[config.mk]
export PLATFORM = sky130hd
export DESIGN_NAME = threshold_region_finder_flat
export DESIGN_NICKNAME = d
export VERILOG_FILES = /design/src/sv/trf_pkg.sv /design/src/sv/trf_if.sv /design/src/sv/threshold_region_finder.sv /design/src/flat_wrapper.sv
export SDC_FILE = /design/constraint.sdc
export NUM_CORES = 1
export LEC_CHECK = 0
export BUFFER_PORTS_ARGS = -buffer_cell sky130_fd_sc_hd__buf_2
export CAP_MARGIN = 20
export CORE_MARGIN = 2
export CORE_UTILIZATION = 40
export DETAILED_ROUTE_END_ITERATION = 7
export PLACE_DENSITY = 0.55
export SYNTH_ARGS = -nofsm -noshare
export SYNTH_HDL_FRONTEND = slang
export SYNTH_SLANG_ARGS = --single-unit
[constraint.sdc]
create_clock -name i_clk -period 18.7 [get_ports i_clk]
set_input_delay 0.935 -clock i_clk [delete_from_list [all_inputs] [get_ports i_clk]]
set_output_delay 0.935 -clock i_clk [all_outputs]
set_load 0.1 [all_outputs]
[src/sv/trf_pkg.sv]
// ----------------------------------------------------------------------------
// trf_pkg: shared definitions for the threshold region finder
// Field widths, configuration register decode and the region record type.
// ----------------------------------------------------------------------------
package trf_pkg;

    localparam int DATA_W          = 16;
    localparam int PAD_W           = 10;
    localparam int OUT_W           = 12;
    localparam int MAX_SAMPLES_DEF = 4096;
    localparam int APB_DATA_W      = 32;
    localparam int APB_ADDR_W      = 3;
    localparam int QUEUE_DEPTH     = 3;

    typedef enum logic {
        REG_THRESHOLD = 1'b0,
        REG_PAD       = 1'b1
    } t_reg_sel;

    typedef logic [OUT_W-1:0] t_out_idx;

    typedef struct packed {
        t_out_idx region_first;
        t_out_idx region_final;
        logic     final_region;
    } t_region;

endpackage

[src/sv/trf_if.sv]
// ----------------------------------------------------------------------------
// trf_if: request channels of the threshold region finder
// Sample channel into the block and region channel out of it.
// ----------------------------------------------------------------------------
interface trf_sample_if import trf_pkg::*; ();
    logic                     valid;
    logic                     ready;
    logic signed [DATA_W-1:0] sample_value;
    logic                     end_of_waveform;

    modport source (output valid, output sample_value, output end_of_waveform, input ready);
    modport sink   (input valid, input sample_value, input end_of_waveform, output ready);
endinterface

interface trf_region_if import trf_pkg::*; ();
    logic             valid;
    logic             ready;
    logic [OUT_W-1:0] region_first;
    logic [OUT_W-1:0] region_final;
    logic             final_region;

    modport source (output valid, output region_first, output region_final,
                    output final_region, input ready);
    modport sink   (input valid, input region_first, input region_final,
                    input final_region, output ready);
endinterface

[src/sv/threshold_region_finder.sv]
// ----------------------------------------------------------------------------
// threshold_region_finder: threshold crossing region detector
// Opens a region on samples below the threshold, pads and merges regions,
// and reports each merged region with a flag on the last one of a waveform.
// ----------------------------------------------------------------------------
// The sample is held in the input register and its regions are written to the result queue,
// from which they are offered. Throughput: one sample per cycle; a sample that yields two
// regions is offered as two output requests, and the input stalls when the three-entry result
// queue cannot hold all regions of the held sample.
// Reset: synchronous, active low; clears configuration, region state and queue.
module threshold_region_finder import trf_pkg::*; #(
    parameter int MAX_SAMPLES = MAX_SAMPLES_DEF
) (
    input  logic                  i_clk,
    input  logic                  i_rst_n,
    trf_sample_if.sink            i_sample,
    trf_region_if.source          o_region,
    input  logic                  psel,
    input  logic                  penable,
    input  logic                  pwrite,
    input  logic [APB_ADDR_W-1:0] paddr,
    input  logic [APB_DATA_W-1:0] pwdata,
    output logic [APB_DATA_W-1:0] prdata,
    output logic                  pready
);

    localparam int IDX_W = $clog2(MAX_SAMPLES);
    localparam int END_W = ((IDX_W > PAD_W) ? IDX_W : PAD_W) + 1;
    localparam int CMP_W = END_W + 1;
    localparam int CNT_W = $clog2(QUEUE_DEPTH + 1);
    localparam logic [IDX_W-1:0] IDX_LAST = IDX_W'(MAX_SAMPLES - 1);

    logic signed [DATA_W-1:0] r_threshold;
    logic [PAD_W-1:0]         r_pad;

    logic                     r_in_valid;
    logic signed [DATA_W-1:0] r_sample;
    logic                     r_eow;

    logic [IDX_W-1:0] r_idx,        n_idx;
    logic             r_inside,     n_inside;
    logic [IDX_W-1:0] r_open_start, n_open_start;
    logic             r_pv,         n_pv;
    logic [IDX_W-1:0] r_ps,         n_ps;
    logic [END_W-1:0] r_pe,         n_pe;

    t_region          r_q [QUEUE_DEPTH];
    t_region          n_q [QUEUE_DEPTH];
    logic [CNT_W-1:0] r_count, n_count;

    logic             w_below;
    logic [END_W-1:0] w_idx_e;
    logic [END_W-1:0] w_pad_e;
    logic [END_W-1:0] w_sum;
    logic [IDX_W-1:0] w_open_calc;
    logic [END_W-1:0] w_close_end;
    logic             w_reg_valid;
    logic [IDX_W-1:0] w_reg_start;
    logic [END_W-1:0] w_reg_end;
    logic             w_merge;
    logic             w_emit0;
    logic             w_emit1;
    logic [END_W-1:0] w_clamp;
    t_region          w_res0;
    t_region          w_res1;
    logic [CNT_W-1:0] w_nres;
    logic             w_process;
    logic             w_pop;
    logic [CNT_W-1:0] w_base;
    logic             w_cfg_wr;

    assign pready   = 1'b1;
    assign w_cfg_wr = psel && penable && pwrite;

    always_ff @(posedge i_clk) begin
        if (!i_rst_n) begin
            r_threshold <= '0;
            r_pad       <= '0;
        end else if (w_cfg_wr) begin
            case (t_reg_sel'(paddr[APB_ADDR_W-1]))
                REG_THRESHOLD: r_threshold <= pwdata[DATA_W-1:0];
                REG_PAD:       r_pad       <= pwdata[PAD_W-1:0];
                default: ;
            endcase
        end
    end

    always_comb begin
        case (t_reg_sel'(paddr[APB_ADDR_W-1]))
            REG_THRESHOLD: prdata = {{(APB_DATA_W-DATA_W){r_threshold[DATA_W-1]}}, r_threshold};
            REG_PAD:       prdata = {{(APB_DATA_W-PAD_W){1'b0}}, r_pad};
            default:       prdata = '0;
        endcase
    end

    assign i_sample.ready = !r_in_valid || w_process;

    always_ff @(posedge i_clk) begin
        if (!i_rst_n) begin
            r_in_valid <= 1'b0;
        end else if (i_sample.ready) begin
            r_in_valid <= i_sample.valid;
        end
    end

    always_ff @(posedge i_clk) begin
        if (i_sample.valid && i_sample.ready) begin
            r_sample <= i_sample.sample_value;
            r_eow    <= i_sample.end_of_waveform;
        end
    end

    assign w_below     = r_sample < r_threshold;
    assign w_idx_e     = END_W'(r_idx);
    assign w_pad_e     = END_W'(r_pad);
    assign w_sum       = w_idx_e + w_pad_e;
    assign w_open_calc = (w_idx_e >= w_pad_e) ? IDX_W'(w_idx_e - w_pad_e) : '0;
    assign w_close_end = (w_sum != '0) ? w_sum - END_W'(1) : '0;

    always_comb begin
        n_inside     = r_inside;
        n_open_start = r_open_start;
        w_reg_valid  = 1'b0;
        w_reg_start  = r_open_start;
        w_reg_end    = w_close_end;

        if (w_below && !r_inside) begin
            n_open_start = w_open_calc;
            n_inside     = 1'b1;
        end else if (!w_below && r_inside) begin
            n_inside    = 1'b0;
            w_reg_valid = 1'b1;
        end

        if (r_eow && n_inside) begin
            n_inside    = 1'b0;
            w_reg_valid = 1'b1;
            w_reg_start = n_open_start;
            w_reg_end   = w_idx_e;
        end

        n_pv    = r_pv;
        n_ps    = r_ps;
        n_pe    = r_pe;
        w_emit0 = 1'b0;
        w_res0  = '{region_first: OUT_W'(r_ps), region_final: OUT_W'(r_pe),
                    final_region: 1'b0};
        w_merge = r_pv && (CMP_W'(w_reg_start) <= CMP_W'(r_pe) + CMP_W'(r_pad));

        if (w_reg_valid) begin
            if (w_merge) begin
                if (w_reg_end > r_pe) begin
                    n_pe = w_reg_end;
                end
            end else begin
                w_emit0 = r_pv;
                n_pv    = 1'b1;
                n_ps    = w_reg_start;
                n_pe    = w_reg_end;
            end
        end

        w_emit1 = 1'b0;
        w_clamp = (n_pe > w_idx_e) ? w_idx_e : n_pe;
        w_res1  = '{region_first: OUT_W'(n_ps), region_final: OUT_W'(w_clamp),
                    final_region: 1'b1};

        if (r_eow) begin
            w_emit1 = n_pv;
            n_pv    = 1'b0;
            n_pe    = w_clamp;
            n_idx   = '0;
        end else begin
            n_idx = (r_idx < IDX_LAST) ? r_idx + IDX_W'(1) : r_idx;
        end

        w_nres = CNT_W'(w_emit0) + CNT_W'(w_emit1);
    end

    assign w_process = r_in_valid &&
                       ((CNT_W+1)'(r_count) + (CNT_W+1)'(w_nres) <= (CNT_W+1)'(QUEUE_DEPTH));

    always_ff @(posedge i_clk) begin
        if (!i_rst_n) begin
            r_idx        <= '0;
            r_inside     <= 1'b0;
            r_open_start <= '0;
            r_pv         <= 1'b0;
            r_ps         <= '0;
            r_pe         <= '0;
        end else if (w_process) begin
            r_idx        <= n_idx;
            r_inside     <= n_inside;
            r_open_start <= n_open_start;
            r_pv         <= n_pv;
            r_ps         <= n_ps;
            r_pe         <= n_pe;
        end
    end

    assign o_region.valid        = r_count != '0;
    assign o_region.region_first = r_q[0].region_first;
    assign o_region.region_final = r_q[0].region_final;
    assign o_region.final_region = r_q[0].final_region;
    assign w_pop                 = o_region.valid && o_region.ready;
    assign w_base                = r_count - CNT_W'(w_pop);

    always_comb begin
        for (int j = 0; j < QUEUE_DEPTH; j++) begin
            n_q[j] = r_q[j];
        end
        if (w_pop) begin
            for (int j = 0; j < QUEUE_DEPTH - 1; j++) begin
                n_q[j] = r_q[j + 1];
            end
        end
        for (int j = 0; j < QUEUE_DEPTH; j++) begin
            if (w_process && (w_nres != '0) && (CNT_W'(j) == w_base)) begin
                n_q[j] = w_emit0 ? w_res0 : w_res1;
            end
            if (w_process && w_emit0 && w_emit1 && (CNT_W'(j) == w_base + CNT_W'(1))) begin
                n_q[j] = w_res1;
            end
        end
        n_count = w_base + (w_process ? w_nres : '0);
    end

    always_ff @(posedge i_clk) begin
        if (!i_rst_n) begin
            r_count <= '0;
        end else begin
            r_count <= n_count;
        end
    end

    always_ff @(posedge i_clk) begin
        for (int j = 0; j < QUEUE_DEPTH; j++) begin
            r_q[j] <= n_q[j];
        end
    end

endmodule

[src/flat_wrapper.sv]
// flat-port wrapper written by rule: the top's interface ports become plain ports
module threshold_region_finder_flat import trf_pkg::*;
#(
    parameter int MAX_SAMPLES = MAX_SAMPLES_DEF
)
  (i_clk, i_rst_n, psel, penable, pwrite, paddr, pwdata, prdata, pready, i_sample_valid, i_sample_sample_value, i_sample_end_of_waveform, i_sample_ready, o_region_valid, o_region_region_first, o_region_region_final, o_region_final_region, o_region_ready);
  trf_sample_if i_sample_i ();
  trf_region_if o_region_i ();
  input  logic i_clk;
  input  logic i_rst_n;
  input  logic psel;
  input  logic penable;
  input  logic pwrite;
  input  logic [APB_ADDR_W-1:0] paddr;
  input  logic [APB_DATA_W-1:0] pwdata;
  output logic [APB_DATA_W-1:0] prdata;
  output logic pready;
  input wire logic [$bits(i_sample_i.valid)-1:0] i_sample_valid;
  input wire logic [$bits(i_sample_i.sample_value)-1:0] i_sample_sample_value;
  input wire logic [$bits(i_sample_i.end_of_waveform)-1:0] i_sample_end_of_waveform;
  output wire logic [$bits(i_sample_i.ready)-1:0] i_sample_ready;
  output wire logic [$bits(o_region_i.valid)-1:0] o_region_valid;
  output wire logic [$bits(o_region_i.region_first)-1:0] o_region_region_first;
  output wire logic [$bits(o_region_i.region_final)-1:0] o_region_region_final;
  output wire logic [$bits(o_region_i.final_region)-1:0] o_region_final_region;
  input wire logic [$bits(o_region_i.ready)-1:0] o_region_ready;
  assign i_sample_i.valid = i_sample_valid;
  assign i_sample_i.sample_value = i_sample_sample_value;
  assign i_sample_i.end_of_waveform = i_sample_end_of_waveform;
  assign i_sample_ready = i_sample_i.ready;
  assign o_region_valid = o_region_i.valid;
  assign o_region_region_first = o_region_i.region_first;
  assign o_region_region_final = o_region_i.region_final;
  assign o_region_final_region = o_region_i.final_region;
  assign o_region_i.ready = o_region_ready;
  threshold_region_finder #(.MAX_SAMPLES(MAX_SAMPLES)) u_core (.i_clk(i_clk), .i_rst_n(i_rst_n), .i_sample(i_sample_i), .o_region(o_region_i), .psel(psel), .penable(penable), .pwrite(pwrite), .paddr(paddr), .pwdata(pwdata), .prdata(prdata), .pready(pready));
endmodule
==> metrics.md <==
| Metric | Value |
|---|---|
| Vias | `roughly 10000` |
| Final non-filler cell total | `between 1500 and 2000` |
| Core ar. | `between 20000 and 30000 um^2` |
| Post-CTS Setup Repair Bufs | `0` |
| Worst-case setup slack after placement | `about 9300 ps` |
| Final-report hold violation count | `0` |
| Biggest cell delay along the critical path | `roughly 800 ps` |
| Total global-route track usage | `0.2253` |
| R2R depth | `30` |
| Highest clock frequency the design can meet | `about 100 MHz` |
| Total setup violations reported at the end of the flow | `0` |
| Total CTS buffers | `17` |
| Leakage power of the design | `around 5.3 nW` |
| Fraction of layout cells with a size suffix above 1 | `0.1391` |
| Area of placed instances | `between 10000 and 15000 um^2` |
| Kind of capture point of the worst setup path | `register` |
| TritonCTS clock tree | `done` |
| Post-synthesis average cell area | `about 9 um^2` |
| Type of the tightest min-delay check | `register to register` |
| Setup TNS after final layout | `0 ps` |
| Clock transition at the register clock pins on the worst setup and hold paths after CTS | `80 ps` |
| Final Routed Wirelength | `~35 mm` |
| Final period util | `0.5122` |
| Yosys synthesis warning count | `0` |
| Number of antenna violations at the first check in global routing | `0` |
| Site row count | `63` |
| Post-synthesis cell area | `between 10000 and 15000 um^2` |
| Htree depth | `4` |
| Ports placed on the boundary | `about 120` |
| Async set or reset register ratio after synthesis | `0` |
| GR Overflow Total | `0` |
| Slew at the pin closest to its max-slew limit | `1084 ps` |
| Per-cell via count in the routed design | `5.815` |
| Data required time at the worst endpoint | `18880 ps` |
| Remaining design rule violation count | `0` |
| Count of flip-flops with a built-in enable after synthesis | `89` |
| Number of clock sinks seen by CTS | `172` |
| DIE AREA | `roughly 32000 um^2` |
| DR pass1 iterations | `5` |
| Cell Count Post-Placement | `~1800` |
| Worst-path cell with the longest stage delay | `sky130_fd_sc_hd__o21ai_1` |
| Starting density of the core | `0.4071` |
| Post-DP HPWL | `~26 mm` |
| Hold Path Cell Cnt | `2` |
| RSZ-0062 raised after global routing | `no` |
| Power per unit of standard cell area | `around 80 nW/um^2` |
| Hold WS | `~460 ps` |
| Number of synthesized register bits | `about 170` |
| First-pass GRT wire length | `54.90 mm` |
| Number of instances in the synthesized netlist | `around 1400` |
| Critical setup path kind | `register to register` |
| Maximum clock path buffer count | `2` |
| Antenna diode count | `0` |
| Nets@finish | `roughly 1500` |
| CTS hold repair buffers | `0` |
| Root Buffer | `sky130_fd_sc_hd__clkbuf_16` |
| Fraction of post-synthesis cell area in the top cell type by area | `0.2209` |
| Cell mode on critical path | `sky130_fd_sc_hd__ha_1` |
| Final Wtd Congestion | `approximately 0.85` |
| Time the final worst path needs with I/O delays and setup | `9578 ps` |
| Clock latency at the later pin of the worst-skew pair | `450 ps` |
| Area growth from synthesis to layout | `9.257%` |
| Predominant post-synthesis flop cell | `sky130_fd_sc_hd__edfxtp_1` |
| Clock skew after layout | `about 24 ps` |
| Number of nets with antenna violations after routing | `0` |
| Die span in x | `approximately 180 um` |
| Dominant cell type by area after synthesis | `sky130_fd_sc_hd__edfxtp_1` |
| Final routed wire length divided by cell count | `19.79 um` |
| Iteration-0 DRC count of the detailed router | `951` |
| Total of fill cells in the finished design | `between 2000 and 3000` |
| Synthesized net count | `between 1500 and 2000` |
| Largest vdd supply drop | `about 0.056 mV` |
| Vias in the first global route | `between 9000 and 10000` |
| Maximum number of pins on one net before global-route repair | `63` |
| Setup crit start kind | `register` |
| Gates resized, CTS repair | `0` |
| Overall power consumption | `approximately 1.1 mW` |
| CP Data Arrival Time | `roughly 10000 ps` |
| Critical Path Fanout Max | `15` |
| Chip height | `~180 um` |
| Part of the Yosys area used for sequential elements | `0.3583` |
| Worst-case headroom to the max-slew limit | `0.2725` |
| Result of the run | `completed` |
| Min setup slack post-route | `between 9000 and 10000 ps` |
| Ranking of synthesized cells by area | `sky130_fd_sc_hd__edfxtp_1 22%, sky130_fd_sc_hd__dfxtp_1 14%, sky130_fd_sc_hd__ha_1 9.2%, sky130_fd_sc_hd__nand2_1 4.6%, sky130_fd_sc_hd__inv_1 2.7%` |
| Final std cell area, no fill | `approximately 13000 um^2` |
| Pins Over Slew Limit | `0` |
| Max-capacitance violation count | `0` |
| Unique masters post-synth | `89` |
| Quantity of I/O buffers inserted on ports | `99` |
| Final Util | `0.4447` |
[power breakdown]
group	switching, mW	total (mW)	internal (mW)
Sequential	0.0116	0.435	0.424
Combinational	0.209	0.291	0.0826
Clock	0.183	0.362	0.179
[cells by family after synthesis]
group,Yosys count,synth area share
AO/OA/AOI/OAI,407,0.2390
XOR/XNOR,37,0.02679
adder cells (fa/ha/maj),93,0.09868
buffers and inverters,203,0.08109
flip-flops,172,0.3583
multiplexers,39,0.03351
other,1,0.0003100
AND/OR/NAND/NOR,410,0.1623
[state kept, by name, summed over array words and instances, names as in the netlist]
name,count
u_core.r_ps,12
u_core.r_threshold,16
u_core.r_open_start,12
u_core.r_sample,16
u_core.r_q,75
u_core.r_pad,10
u_core.r_pe,13
u_core.r_eow,1
u_core.r_idx,12
u_core.r_inside,1
u_core.r_pv,1
u_core.r_in_valid,1
u_core.r_count,2
[cells in the final DEF, fill, tap and decap left out, drive strengths merged, types with 28 or more instances in the layout]
| cell | n |
|---|---|
| nor2 | 87 |
| a21oi | 48 |
| dfxtp | 83 |
| inv | 97 |
| buf | 119 |
| xnor2 | 28 |
| nor2b | 28 |
| a21boi | 32 |
| a32oi | 30 |
| ha | 89 |
| edfxtp | 89 |
| nand2 | 149 |
| o22ai | 50 |
| o21ai | 74 |
| nand3 | 32 |
| nor3 | 29 |
[critical path: cells and delay by family (launching register included)]
| kind | cells | cell delay [ps] |
|---|---|---|
| AOI/OAI and AO/OA | 10 | 2970 |
| and+or+nand+nor | 9 | 2950 |
| adders and majority gates | 6 | 1830 |
| buffers and inverters | 5 | 950 |
| DFF | 1 | 570 |
[cell type report]
cell class	instances	area, um^2	share of cell area
Inverter	92	345.3	0.02613
Tap cell	390	488.0	0.03692
Sequential cell	172	4334	0.3279
Multi-Input combinational cell	987	6802	0.5146
Clock inverter	14	153.9	0.01164
Clock buffer	18	429.2	0.03247
Timing Repair Buffer	119	664.4	0.05027
[metal layers]
metal	global-route usage	part of all wire
met5	0	0
met4	0.05020	0.015
met3	0.03042	0.054
met2	0.3685	0.47
met1	0.3153	0.46
[worst paths after layout]
check,start,endpoint,slack [ps]
max,u_core.r_idx[0]$_SDFFE_PN0P_,u_core.r_q[0][49]$_DFFE_PP_,9120
min reg2reg,u_core.r_threshold[15]$_SDFFE_PN0P_,u_core.r_threshold[15]$_SDFFE_PN0P_,460
min,u_core.r_threshold[15]$_SDFFE_PN0P_,u_core.r_threshold[15]$_SDFFE_PN0P_,460
max reg2reg,u_core.r_idx[0]$_SDFFE_PN0P_,u_core.r_q[0][49]$_DFFE_PP_,9120
[synthesized netlist by cell type (all sizes together) (8+ instances only)]
cell type  number
nand2         149
inv            90
edfxtp         89
ha             89
nor2           87
dfxtp          83
o21ai          74
buf            65
o22ai          50
a21oi          48
clkbuf         46
a21boi         32
nand3          32
a32oi          30
nor3           29
nor2b          28
xnor2          28
mux2i          27
a22oi          26
and2           19
nand4          17
a211oi         14
o211ai         13
mux2           12
o221ai         12
a21o           11
nand2b         11
o21a           11
o31ai           9
xor2            9
a31o            8
(Power assumes the default switching activity.)
